`config.mk`:
```
export PLATFORM = sky130hd
export DESIGN_NAME = activation_forward_backward_unit
export DESIGN_NICKNAME = d
export VERILOG_FILES = /design/src/design/afbu_pkg.sv /design/src/design/afbu_sig_rom.sv /design/src/design/afbu_grad_mul.sv /design/src/design/activation_forward_backward_unit.sv
export SDC_FILE = /design/constraint.sdc
export NUM_CORES = 1
export LEC_CHECK = 0
export BUFFER_PORTS_ARGS = -buffer_cell sky130_fd_sc_hd__buf_2
export CORE_MARGIN = 2
export CORE_UTILIZATION = 45
export CTS_BUF_LIST = sky130_fd_sc_hd__clkbuf_16
export CTS_CLUSTER_SIZE = 16
export DETAILED_ROUTE_END_ITERATION = 7
export GPL_TIMING_DRIVEN = 0
export PLACE_DENSITY = 0.59
export SYNTH_ARGS = -nofsm -noshare
export SYNTH_HDL_FRONTEND = slang
export SYNTH_SLANG_ARGS = --single-unit
```
`constraint.sdc`:
```
create_clock -name clk -period 8.1 [get_ports clk]
set_input_delay 1.215 -clock clk [delete_from_list [all_inputs] [get_ports clk]]
set_output_delay 1.215 -clock clk [all_outputs]
set_load 0.05 [all_outputs]
```
`src/design/afbu_pkg.sv`:
```
package afbu_pkg;

  // Operation codes carried on in_mode
  typedef enum logic [2:0] {
    MODE_ID_FWD   = 3'd0,
    MODE_ID_BWD   = 3'd1,
    MODE_RELU_FWD = 3'd2,
    MODE_RELU_BWD = 3'd3,
    MODE_LOG_FWD  = 3'd4,
    MODE_LOG_BWD  = 3'd5
  } afbu_mode_t;

  // 1.0 in unsigned Q2.62, used to build the logistic table
  localparam longint unsigned ONE_Q62 = 64'h4000_0000_0000_0000;

  // floor(a*b / 2^62) for a, b no greater than 2^62
  function automatic longint unsigned mul_q62(input longint unsigned a,
                                              input longint unsigned b);
    logic [127:0] prod;
    prod = {64'd0, a} * {64'd0, b};
    return prod[125:62];
  endfunction

  // exp(-1/16) in Q62, summed from its series
  function automatic longint unsigned exp_step_q62();
    longint unsigned c;
    longint unsigned term;
    c    = ONE_Q62;
    term = ONE_Q62;
    for (int n = 1; n <= 24; n++) begin
      term = term / 64'(16 * n);
      if (n[0]) c = c - term;
      else      c = c + term;
    end
    return c;
  endfunction

  // round(2^frac_bits / (1 + e)) with e in Q62, by restoring long division
  function automatic longint unsigned recip_round(input longint unsigned e,
                                                  input int frac_bits);
    longint unsigned d;
    longint unsigned r;
    longint unsigned q;
    d = ONE_Q62 + e;
    r = ONE_Q62;
    q = 0;
    if (r >= d) begin
      r = r - d;
      q = 1;
    end
    for (int n = 0; n < frac_bits + 1; n++) begin
      r = r << 1;
      q = q << 1;
      if (r >= d) begin
        r = r - d;
        q = q | 64'd1;
      end
    end
    return (q + 64'd1) >> 1;
  endfunction

  // Table entry idx: round(2^frac_bits / (1 + exp(-(idx - half)/16)))
  function automatic logic [31:0] sig_entry(input int idx, input int frac_bits,
                                            input int half);
    longint unsigned c;
    longint unsigned e;
    longint unsigned s;
    longint unsigned one;
    int              k;
    int              m;
    c   = exp_step_q62();
    e   = ONE_Q62;
    one = 64'd1 << frac_bits;
    k   = idx - half;
    m   = (k < 0) ? -k : k;
    for (int i = 0; i < m; i++) begin
      e = mul_q62(e, c);
    end
    s = recip_round(e, frac_bits);
    if (k >= 0) return s[31:0];
    else        return 32'(one - s);
  endfunction

endpackage

```
`src/design/afbu_sig_rom.sv`:
```
module afbu_sig_rom #(
  parameter int DATA_WIDTH    = 16,
  parameter int FRAC_BITS     = 12,
  parameter int TABLE_ENTRIES = 256
) (
  input  logic                         clk,
  input  logic signed [DATA_WIDTH-1:0] x_i,
  output logic        [FRAC_BITS:0]    s_r
);
  import afbu_pkg::*;

  localparam int SW   = FRAC_BITS + 1;
  localparam int HALF = TABLE_ENTRIES / 2;
  localparam int AW   = $clog2(TABLE_ENTRIES);
  localparam int IW   = 34;
  localparam logic signed [IW-1:0] HALF_S = IW'(HALF);
  localparam logic signed [IW-1:0] TOP_S  = IW'(HALF - 1);

  logic        [SW-1:0]         rom_tbl [TABLE_ENTRIES];
  logic signed [DATA_WIDTH-1:0] shifted;
  logic signed [IW-1:0]         idx;
  logic signed [IW-1:0]         idx_clip;
  logic signed [IW-1:0]         sum;
  logic        [AW-1:0]         addr;
  logic        [SW-1:0]         s_nxt;

  // Build the constant table at elaboration
  for (genvar g = 0; g < TABLE_ENTRIES; g++) begin : g_tbl
    localparam logic [31:0] ENTRY = sig_entry(g, FRAC_BITS, HALF);
    assign rom_tbl[g] = SW'(ENTRY);
  end

  // Floor-scale the value to 1/16 steps and clip to the table span
  assign shifted = x_i >>> (FRAC_BITS - 4);
  assign idx     = IW'(shifted);

  always_comb begin
    if (idx < -HALF_S)    idx_clip = -HALF_S;
    else if (idx > TOP_S) idx_clip = TOP_S;
    else                  idx_clip = idx;
  end

  assign sum   = idx_clip + HALF_S;
  assign addr  = sum[AW-1:0];
  assign s_nxt = rom_tbl[addr];

  // Register the table read
  always_ff @(posedge clk) begin
    s_r <= s_nxt;
  end

endmodule

```
`src/design/afbu_grad_mul.sv`:
```
module afbu_grad_mul #(
  parameter int DATA_WIDTH = 16,
  parameter int FRAC_BITS  = 12
) (
  input  logic                                   clk,
  input  logic        [FRAC_BITS:0]              s_i,
  input  logic signed [DATA_WIDTH-1:0]           g_i,
  output logic signed [DATA_WIDTH+FRAC_BITS-1:0] gd_r
);
  import afbu_pkg::*;

  localparam int SW = FRAC_BITS + 1;
  localparam int PW = DATA_WIDTH + FRAC_BITS;
  localparam logic [SW-1:0] ONE = SW'(1) << FRAC_BITS;

  logic        [SW-1:0]         one_minus_s;
  logic        [2*SW-1:0]       sd_nxt;
  logic        [2*SW-1:0]       sd_r;
  logic signed [DATA_WIDTH-1:0] g_r;
  logic        [FRAC_BITS-2:0]  deriv;
  logic signed [PW-1:0]         g_ext;
  logic signed [PW-1:0]         d_ext;
  logic signed [PW-1:0]         gd_nxt;

  // First stage: s * (1 - s)
  assign one_minus_s = ONE - s_i;
  assign sd_nxt      = (2 * SW)'(s_i) * (2 * SW)'(one_minus_s);

  always_ff @(posedge clk) begin
    sd_r <= sd_nxt;
    g_r  <= g_i;
  end

  // Second stage: gradient times derivative, derivative floor-scaled
  assign deriv  = sd_r[FRAC_BITS +: FRAC_BITS-1];
  assign g_ext  = PW'(g_r);
  assign d_ext  = PW'($signed({1'b0, deriv}));
  assign gd_nxt = g_ext * d_ext;

  always_ff @(posedge clk) begin
    gd_r <= gd_nxt;
  end

endmodule

```
`src/design/activation_forward_backward_unit.sv`:
```
// An accepted transaction passes the valid registers v1_r to v4_r and out_valid_r before out_valid is high.
// Throughput: one transaction per cycle; busy is always low.
// Depth is set by the table read and the two registered multiplies of the
// logistic derivative path; every mode goes through the same stages.
// Reset (rst_n low, synchronous) clears all stage valid bits; the table is constant.
// The receiver cannot stall: each result shows for exactly one cycle.
module activation_forward_backward_unit #(
  parameter int DATA_WIDTH    = 16,
  parameter int FRAC_BITS     = 12,
  parameter int TABLE_ENTRIES = 256
) (
  input  logic                         clk,
  input  logic                         rst_n,
  input  logic                         start,
  output logic                         busy,
  input  logic [2:0]                   in_mode,
  input  logic signed [DATA_WIDTH-1:0] in_x_value,
  input  logic signed [DATA_WIDTH-1:0] in_grad_value,
  output logic                         out_valid,
  output logic signed [DATA_WIDTH-1:0] out_y_value
);
  import afbu_pkg::*;

  localparam int SW = FRAC_BITS + 1;
  localparam int PW = DATA_WIDTH + FRAC_BITS;
  localparam int WW = DATA_WIDTH + FRAC_BITS + 1;
  localparam logic signed [WW-1:0] MAXV = WW'({1'b0, {(DATA_WIDTH - 1){1'b1}}});
  localparam logic signed [WW-1:0] MINV = ~MAXV;

  logic                         v1_r, v2_r, v3_r, v4_r;
  logic [2:0]                   mode1_r, mode2_r, mode3_r, mode4_r;
  logic signed [DATA_WIDTH-1:0] x1_r, x2_r, x3_r, x4_r;
  logic signed [DATA_WIDTH-1:0] g1_r, g2_r, g3_r, g4_r;
  logic [SW-1:0]                s2;
  logic [SW-1:0]                s3_r, s4_r;
  logic signed [PW-1:0]         gd4;
  logic signed [PW-1:0]         gd_shift;
  logic signed [WW-1:0]         y_wide;
  logic signed [DATA_WIDTH-1:0] y_nxt;
  logic                         out_valid_r;
  logic signed [DATA_WIDTH-1:0] y_r;
  logic                         accept;

  assign busy   = 1'b0;
  assign accept = start & ~busy;

  // Advance valid bits through the stages
  always_ff @(posedge clk) begin
    if (!rst_n) begin
      v1_r        <= 1'b0;
      v2_r        <= 1'b0;
      v3_r        <= 1'b0;
      v4_r        <= 1'b0;
      out_valid_r <= 1'b0;
    end else begin
      v1_r        <= accept;
      v2_r        <= v1_r;
      v3_r        <= v2_r;
      v4_r        <= v3_r;
      out_valid_r <= v4_r;
    end
  end

  // Carry the payload alongside
  always_ff @(posedge clk) begin
    mode1_r <= in_mode;
    x1_r    <= in_x_value;
    g1_r    <= in_grad_value;
    mode2_r <= mode1_r;
    x2_r    <= x1_r;
    g2_r    <= g1_r;
    mode3_r <= mode2_r;
    x3_r    <= x2_r;
    g3_r    <= g2_r;
    s3_r    <= s2;
    mode4_r <= mode3_r;
    x4_r    <= x3_r;
    g4_r    <= g3_r;
    s4_r    <= s3_r;
  end

  // Logistic table lookup, read registered into stage two
  afbu_sig_rom #(
    .DATA_WIDTH    (DATA_WIDTH),
    .FRAC_BITS     (FRAC_BITS),
    .TABLE_ENTRIES (TABLE_ENTRIES)
  ) u_sig_rom (
    .clk (clk),
    .x_i (x1_r),
    .s_r (s2)
  );

  // Logistic gradient product, lands with stage four
  afbu_grad_mul #(
    .DATA_WIDTH (DATA_WIDTH),
    .FRAC_BITS  (FRAC_BITS)
  ) u_grad_mul (
    .clk  (clk),
    .s_i  (s2),
    .g_i  (g2_r),
    .gd_r (gd4)
  );

  assign gd_shift = gd4 >>> FRAC_BITS;

  // Select the result by mode
  always_comb begin
    case (afbu_mode_t'(mode4_r))
      MODE_ID_FWD:   y_wide = WW'(x4_r);
      MODE_ID_BWD:   y_wide = WW'(g4_r);
      MODE_RELU_FWD: y_wide = (x4_r > 0) ? WW'(x4_r) : '0;
      MODE_RELU_BWD: y_wide = (x4_r > 0) ? WW'(g4_r) : '0;
      MODE_LOG_FWD:  y_wide = $signed(WW'(s4_r));
      MODE_LOG_BWD:  y_wide = WW'(gd_shift);
      default:       y_wide = '0;
    endcase
  end

  // Saturate to the output range
  always_comb begin
    if (y_wide > MAXV)      y_nxt = MAXV[DATA_WIDTH-1:0];
    else if (y_wide < MINV) y_nxt = MINV[DATA_WIDTH-1:0];
    else                    y_nxt = y_wide[DATA_WIDTH-1:0];
  end

  // Hold the result for one strobe cycle
  always_ff @(posedge clk) begin
    y_r <= y_nxt;
  end

  assign out_valid   = out_valid_r;
  assign out_y_value = y_r;

endmodule

```
==> key figures, run 1 <==
GRT
  – First-pass GRT wire length: 83600 µm
  – Congestion Overflow GR: 0
  – Vias in the first global route: 14.9k
  – Antenna violations before repair: 1
  – Largest net degree at the start of global routing: 16
  – Tot GR Track Use: 25.7%

Yosys
  – Warnings from Yosys: 0
  – Post-synth top area cell: fa_1
  – Async set-or-reset flop fraction in the synthesized netlist: 0%
  – Top FF cell, synth: dfxtp_1
  – Synth area leaders: fa_1, dfxtp_1, ha_1, inv_1, and2_1
  – Top cells by count, synth: inv_1, fa_1, dfxtp_1, nand2_1, ha_1
  – Post-synth EDFFs: 0
  – Synth Instances: 1963
  – Mapped cell area: 0.0185 mm²
  – Top-count cell post-synth: inv_1
  – Synth top area share: 28.9%
  – Post-synthesis cell type count: 67
  – Flop and latch count out of synthesis: 224
  – Avg Cell Area, Syn: 9.44 µm²
  – Post-synthesis sequential area ratio: 24.2%

Setup path
  – Buf+Inv Stages, Crit Path: 5
  – Setup Crit Path Kind: flip-flop to flip-flop
  – Crit-path most repeated cell: fa_1
  – CP arrival: 7.66 ns
  – Worst path cell trace: inv_1, ha_1, nor3b_1, nand2b_1, nor3b_1, ha_1, clkbuf_1, nand2b_1, fa_1, fa_1, inv_1, fa_1, fa_1, inv_1, fa_1, inv_1, ha_1, a21o_1, a21oi_1, o31a_2, o21ai_2, a311o_1, a21o_1, xor2_1
  – Startpoint Class: flip-flop
  – Setup crit end kind: flip-flop
  – Slowest CP cell: fa_1
  – Worst reg2reg path endpoint: u_grad_mul.sd_r[21]
  – CP max FO: 12
  – Req. time, crit path: 8.51 ns
  – Crit-path max cell delay: 0.58 ns
  – Worst reg-to-reg setup slack: 0.85 ns
  – R2r worst-path depth: 24
  – Origin of the critical flop-to-flop path: u_sig_rom.s_r[1]
  – Critical path's top delay family: adder cells

Placed design
  – Gpl congestion: 0.995
  – PortBufs: 54
  – Detailed placement HPWL: 41000 µm

Clock tree
  – Post-CTS Hold Buffers: 0
  – Reg clk slew, reported paths: 0.06 ns
  – Clk Latency, worst-skew pair: 0.55 ns
  – Clock Path Buffers: 3
  – Setup bufs post-CTS: 0
  – CTS tree: built
  – Root buf cell: clkbuf_16
  – Clock Sink Count: 224
  – Post-CTS sizing: 0
  – Clock H-tree levels: 1
  – CTS Buf Count: 24

Route
  – Routed vias/inst: 5.36
  – Avg WL per Cell: 20.3 µm
  – Total routed wirelength: 52700 µm
  – Residual DRC: 0
  – Post-route ant nets: 0
  – DR vias: 13.9k
  – DR pass1 iterations: 5
  – DRT iter0 DRCs: 1065

Status
  – Status: finished clean

Die
  – Boundary pin count: 56
  – Core Box Area: 0.0407 mm²
  – Starting Density: 45.5%
  – Die W: 207 µm
  – FP Rows: 74
  – Die Ht: 207 µm
  – Die area: 0.0428 mm²

Layout
  – Nets: 2496
  – Fill count: 3847
  – Layout cells sized above 1: 6.91%
  – P&R area growth vs syn: 9.38%
  – ANT cells: 0

STA
  – Fmax achieved: 138 MHz
  – Final setup fails: 0
  – Final Cycle Share: 89.5%
  – Total count of max-transition violations in the final report: 0
  – Setup TNS: 0 ns
  – Setup Skew: 0.0308 ns
  – Final hold vios: 0
  – Slew @ Worst Pin: 0.897 ns
  – Unrepaired setup endpoints after global routing: false
  – Final Critical Period: 7.25 ns
  – Slew margin rel.: 40.0%

Flow run
  – Max-cap viol count: 0

Worst hold path
  – Hold EP: u_grad_mul.g_r[4]
  – Hold Crit Class: flip-flop to flip-flop
  – Hold_sp: g2_r[4]
  – Worst hold stages: 0
==> worst max path at each step <==
stage / start / end / cells after the start
after global placement: u_sig_rom.s_r[1] / u_grad_mul.sd_r[21] / 24
after CTS: u_sig_rom.s_r[1] / u_grad_mul.sd_r[21] / 24
after floorplan: u_sig_rom.s_r[1] / u_grad_mul.sd_r[21] / 24
after global routing: u_sig_rom.s_r[1] / u_grad_mul.sd_r[21] / 24
after detailed placement: u_sig_rom.s_r[1] / u_grad_mul.sd_r[21] / 24
final: u_sig_rom.s_r[1] / u_grad_mul.sd_r[21] / 24
==> area by class of cell <==
class	instances	area (µm²)	share of cell area, %
inverters	328	1230	6.07
clock buffers	24	601	2.96
flip-flops and latches	224	4480	22.1
plain buffers	104	422	2.08
repair buffers	54	270	1.33
multi-input cells	1314	12400	61.3
well taps	532	666	3.28
clock inverters	20	176	0.870
==> logic make-up (layout without fill, tap and decap cells) <==
family,Yosys count,count (layout),share of synthesized area (%)
AOI/OAI and AO/OA,303,303,10.4
muxes,25,25,1.63
DFF,224,224,24.2
adders and majority gates,408,408,38.4
buffers and inverters,432,530,8.92
xor gates and xnor gates,39,39,1.84
and+or+nand+nor,530,530,14.6
other,2,9,0.0405
==> state kept, by name, summed over array words and instances (netlist names), 11 cells and up <==
name             count
x4_r                16
g2_r                16
u_sig_rom.s_r       12
s4_r                12
u_grad_mul.g_r      16
out_y_value         16
u_grad_mul.sd_r     12
x3_r                16
g1_r                16
s3_r                11
g4_r                16
x2_r                16
x1_r                16
u_grad_mul.gd_r     16
==> layout by cell type (no fill, tap or decap), drive strengths merged, types with 4 or more instances in the layout <==
master  count
a221oi      6
a211oi     16
a21o        8
nand2b     79
nor3b       9
buf        82
dfxtp     224
ha        140
inv       336
nand3      17
nor4        7
or2         5
o21ai      83
fa        268
o22ai       5
a21oi      87
xnor2      24
nor2b      41
o31ai       5
a31oi       9
a31o        4
clkinv     10
nand2     157
clkbuf    100
o21a        6
a32oi       5
and2      107
conb        9
mux2       12
a22oi      27
a311oi      4
a211o       5
nor3       26
nor2       71
mux2i      10
xor2       15
o211ai     11
==> stage by stage <==
| step | worst slack [ns] | util (%) | std cells | area [µm²] | hold WS (ns) |
|---|---|---|---|---|---|
| after floorplan | 1.85 | - | 1970 | 18600 | 0.310 |
| after global placement | 0.896 | 47.9 | 2556 | 19500 | 0.310 |
| after detailed placement | 0.903 | 47.9 | 2556 | 19500 | 0.312 |
| after CTS | 0.878 | 49.8 | 2600 | 20300 | 0.300 |
| after global routing | 0.437 | 49.8 | 2600 | 20300 | 0.312 |
| final | 0.854 | 49.8 | 2600 | 20300 | 0.312 |
==> routing by layer <==
layer	vias to the layer above	part of all wire (%)	track usage, %
li1	6375	-	-
met1	6794	42	34.4
met2	624	46	41.5
met3	154	7.4	4.05
met4	0	4.5	10.9
met5	-	0	0
Power of run 1 is not shown: default switching activity piles up to over one toggle a cycle in this logic, so the estimate is an artifact.
==> run 2: changes to the inputs <==
--- a/config.mk
+++ b/config.mk
@@ -5,14 +5,14 @@
 export SDC_FILE = /design/constraint.sdc
 export NUM_CORES = 1
 export LEC_CHECK = 0
-export BUFFER_PORTS_ARGS = -buffer_cell sky130_fd_sc_hd__buf_2
 export CORE_MARGIN = 2
 export CORE_UTILIZATION = 45
 export CTS_BUF_LIST = sky130_fd_sc_hd__clkbuf_16
 export CTS_CLUSTER_SIZE = 16
 export DETAILED_ROUTE_END_ITERATION = 7
+export DONT_BUFFER_PORTS = 1
 export GPL_TIMING_DRIVEN = 0
-export PLACE_DENSITY = 0.59
+export PLACE_DENSITY = 0.58
 export SYNTH_ARGS = -nofsm -noshare
 export SYNTH_HDL_FRONTEND = slang
 export SYNTH_SLANG_ARGS = --single-unit
==> run 2 against run 1 <==
Non-clock buffer count decreased by 54. Fmax decreased by 1.4%. Setup slack got worse by 0.10 ns. Final cell count decreased by 2.0%. Critical path type unchanged. Final area decreased by 0.40%. Global-route usage increased by 0.11 points. Critical path depth unchanged. Routed wire length decreased by 0.87%. Flip-flop and latch count unchanged. Utilization decreased by 0.20 points. Die area unchanged.
==> key figures, run 2 (synthesized netlist as in run 1, its figures left out) <==
Status
  – Status: finished clean

Layout
  – ANT cells: 0 (unchanged)
  – Most common cell after layout, fill and taps aside: inv_1
  – Most frequent cells in the layout: inv_1, fa_1, dfxtp_1
  – Non-Filler Instances: 2548 (-2.0%)
  – Area of the multi-input gates: 0.0124 mm² (unchanged)
  – Nets: 2443 (-2.1%)
  – Layout cells sized above 1: 4.81% (-2.1 points)
  – P&R area growth vs syn: 8.94%
  – Fin util: 49.6% (-0.20 points)
  – Fill count: 3900 (+1.4%)
  – Register area: 0.00448 mm² (unchanged)

GRT
  – Vias in the first global route: 14.6k (-2.0%)
  – First-pass GRT wire length: 84000 µm (+0.50%)
  – Congestion Overflow GR: 0 (unchanged)
  – Antenna violations before repair: 2 (+1)
  – Tot GR Track Use: 25.8% (+0.11 points)
  – Largest net degree at the start of global routing: 17 (+1)

Clock tree
  – Setup bufs post-CTS: 0 (unchanged)
  – Post-CTS sizing: 0 (unchanged)
  – Clock H-tree levels: 1 (unchanged)
  – CTS tree: built
  – Post-CTS Hold Buffers: 0 (unchanged)
  – Clock Path Buffers: 3 (unchanged)
  – CTS Buf Count: 25 (+4.2%)
  – Root buf cell: clkbuf_16
  – Clock Sink Count: 224 (unchanged)
  – Clk Latency, worst-skew pair: 0.55 ns (about the same)
  – Reg clk slew, reported paths: 0.07 ns (about the same)

Setup path
  – Req. time, crit path: 8.55 ns (+0.04 ns)
  – Worst reg2reg path endpoint: u_grad_mul.sd_r[21]
  – Setup crit end kind: flip-flop
  – CP max FO: 12 (unchanged)
  – Origin of the critical flop-to-flop path: u_sig_rom.s_r[1]
  – Setup Crit Path Kind: flip-flop to flip-flop
  – Worst reg-to-reg setup slack: 0.75 ns (-0.10 ns)
  – CP arrival: 7.80 ns (+0.14 ns)
  – R2r worst-path depth: 24 (unchanged)
  – Startpoint Class: flip-flop

Die
  – FP Rows: 74 (unchanged)
  – Die W: 207 µm (unchanged)
  – Die Ht: 207 µm (unchanged)
  – Boundary pin count: 56 (unchanged)
  – Starting Density: 45.5% (unchanged)
  – Core Box Area: 0.0407 mm² (unchanged)
  – Die area: 0.0428 mm² (unchanged)

STA
  – Slew @ Worst Pin: 0.898 ns (+0.000978 ns)
  – Setup Skew: 0.0187 ns (-0.0121 ns)
  – Final setup fails: 0 (unchanged)
  – Final Cycle Share: 90.7% (+1.3 points)
  – Final Critical Period: 7.35 ns (+0.102 ns)
  – Unrepaired setup endpoints after global routing: false
  – Total count of max-transition violations in the final report: 0 (unchanged)
  – Setup TNS: 0 ns (unchanged)
  – Final hold vios: 0 (unchanged)
  – WHS: 0.310 ns (-0.00186 ns)
  – Fmax achieved: 136 MHz (-1.4%)
  – Slew margin rel.: 39.9% (-0.16 points)

Route
  – Total routed wirelength: 52200 µm (-0.87%)
  – Met2 wire len: 24100 µm (-0.25%)
  – M1 wire length: 22900 µm (+2.9%)
  – Residual DRC: 0 (unchanged)
  – Max layer used: met4
  – Avg WL per Cell: 20.5 µm (+1.2%)
  – DR vias: 13.7k (-2.0%)
  – DRT iter0 DRCs: 951 (-11%)
  – Post-route ant nets: 0 (unchanged)
  – DR pass1 iterations: 7 (+2)
  – Met3 wire length: 2870 µm (-27%)
  – Routed vias/inst: 5.37 (about the same)

Worst hold path
  – Hold_sp: x1_r[2]
  – Worst hold stages: 0 (unchanged)
  – Hold EP: x2_r[2]
  – Hold Crit Class: flip-flop to flip-flop

Placed design
  – Detailed placement HPWL: 41000 µm (-0.11%)
  – Gpl congestion: 0.982 (-1.3%)
  – Inst Count DP: 2502 (-2.1%)
  – PortBufs: 0 (-100%)

Flow run
  – Max-cap viol count: 0 (unchanged)
## run 2: changes by cell type in the layout (fill, tap and decap cells not counted), sizes merged
cell,delta
clkinv,-5
inv,-3
buf,-54
clkinvlp,+3
bufinv,+6
clkbuf,+1
## run 2: worst max path at each step
stage / from / end / cells after the start
final: u_sig_rom.s_r[1] / u_grad_mul.sd_r[21] / 24
after detailed placement: u_sig_rom.s_r[1] / u_grad_mul.sd_r[21] / 24
after global placement: u_sig_rom.s_r[1] / u_grad_mul.sd_r[21] / 24
after global routing: u_sig_rom.s_r[1] / u_grad_mul.sd_r[21] / 24
after CTS: u_sig_rom.s_r[1] / u_grad_mul.sd_r[21] / 24
after floorplan: u_sig_rom.s_r[1] / u_grad_mul.sd_r[21] / 24
## run 2: layout make-up
class | instances | area share (%)
inverters | 328 | 6.10
plain buffers | 104 | 2.09
well taps | 532 | 3.30
flip-flops and latches | 224 | 22.2
multi-input cells | 1314 | 61.5
clock buffers | 25 | 3.10
clock inverters | 21 | 1.69
## run 2: metrics by stage
step	cell area, µm²	worst slack (ns)
floorplan	18600	1.85
global placement	19200	0.861
detailed placement	19200	0.839
CTS	20200	0.799
global route	20200	0.358
finish	20200	0.752
## run 2: worst max-delay path, cell delays in order (launching register included)
cell	delay [ns]
dfxtp_1	0.47
inv_1	0.32
ha_1	0.25
nor3b_1	0.28
nand2b_1	0.15
nor3b_1	0.34
ha_1	0.31
clkbuf_1	0.25
nand2b_1	0.23
fa_1	0.48
fa_1	0.56
inv_1	0.06
fa_1	0.52
fa_1	0.58
inv_1	0.07
fa_1	0.53
inv_1	0.04
ha_1	0.34
a21o_1	0.17
a21oi_1	0.13
o31a_2	0.27
o21ai_2	0.11
a311o_1	0.36
a21o_1	0.20
xor2_1	0.21
## run 2: metal layers
metal | track usage, % | vias to the layer above
li1 | - | 6286
met1 | 35.0 | 6757
met2 | 41.6 | 481
met3 | 3.53 | 149
met4 | 10.6 | 0
met5 | 0 | -
Power of run 2 is left out for the same reason.
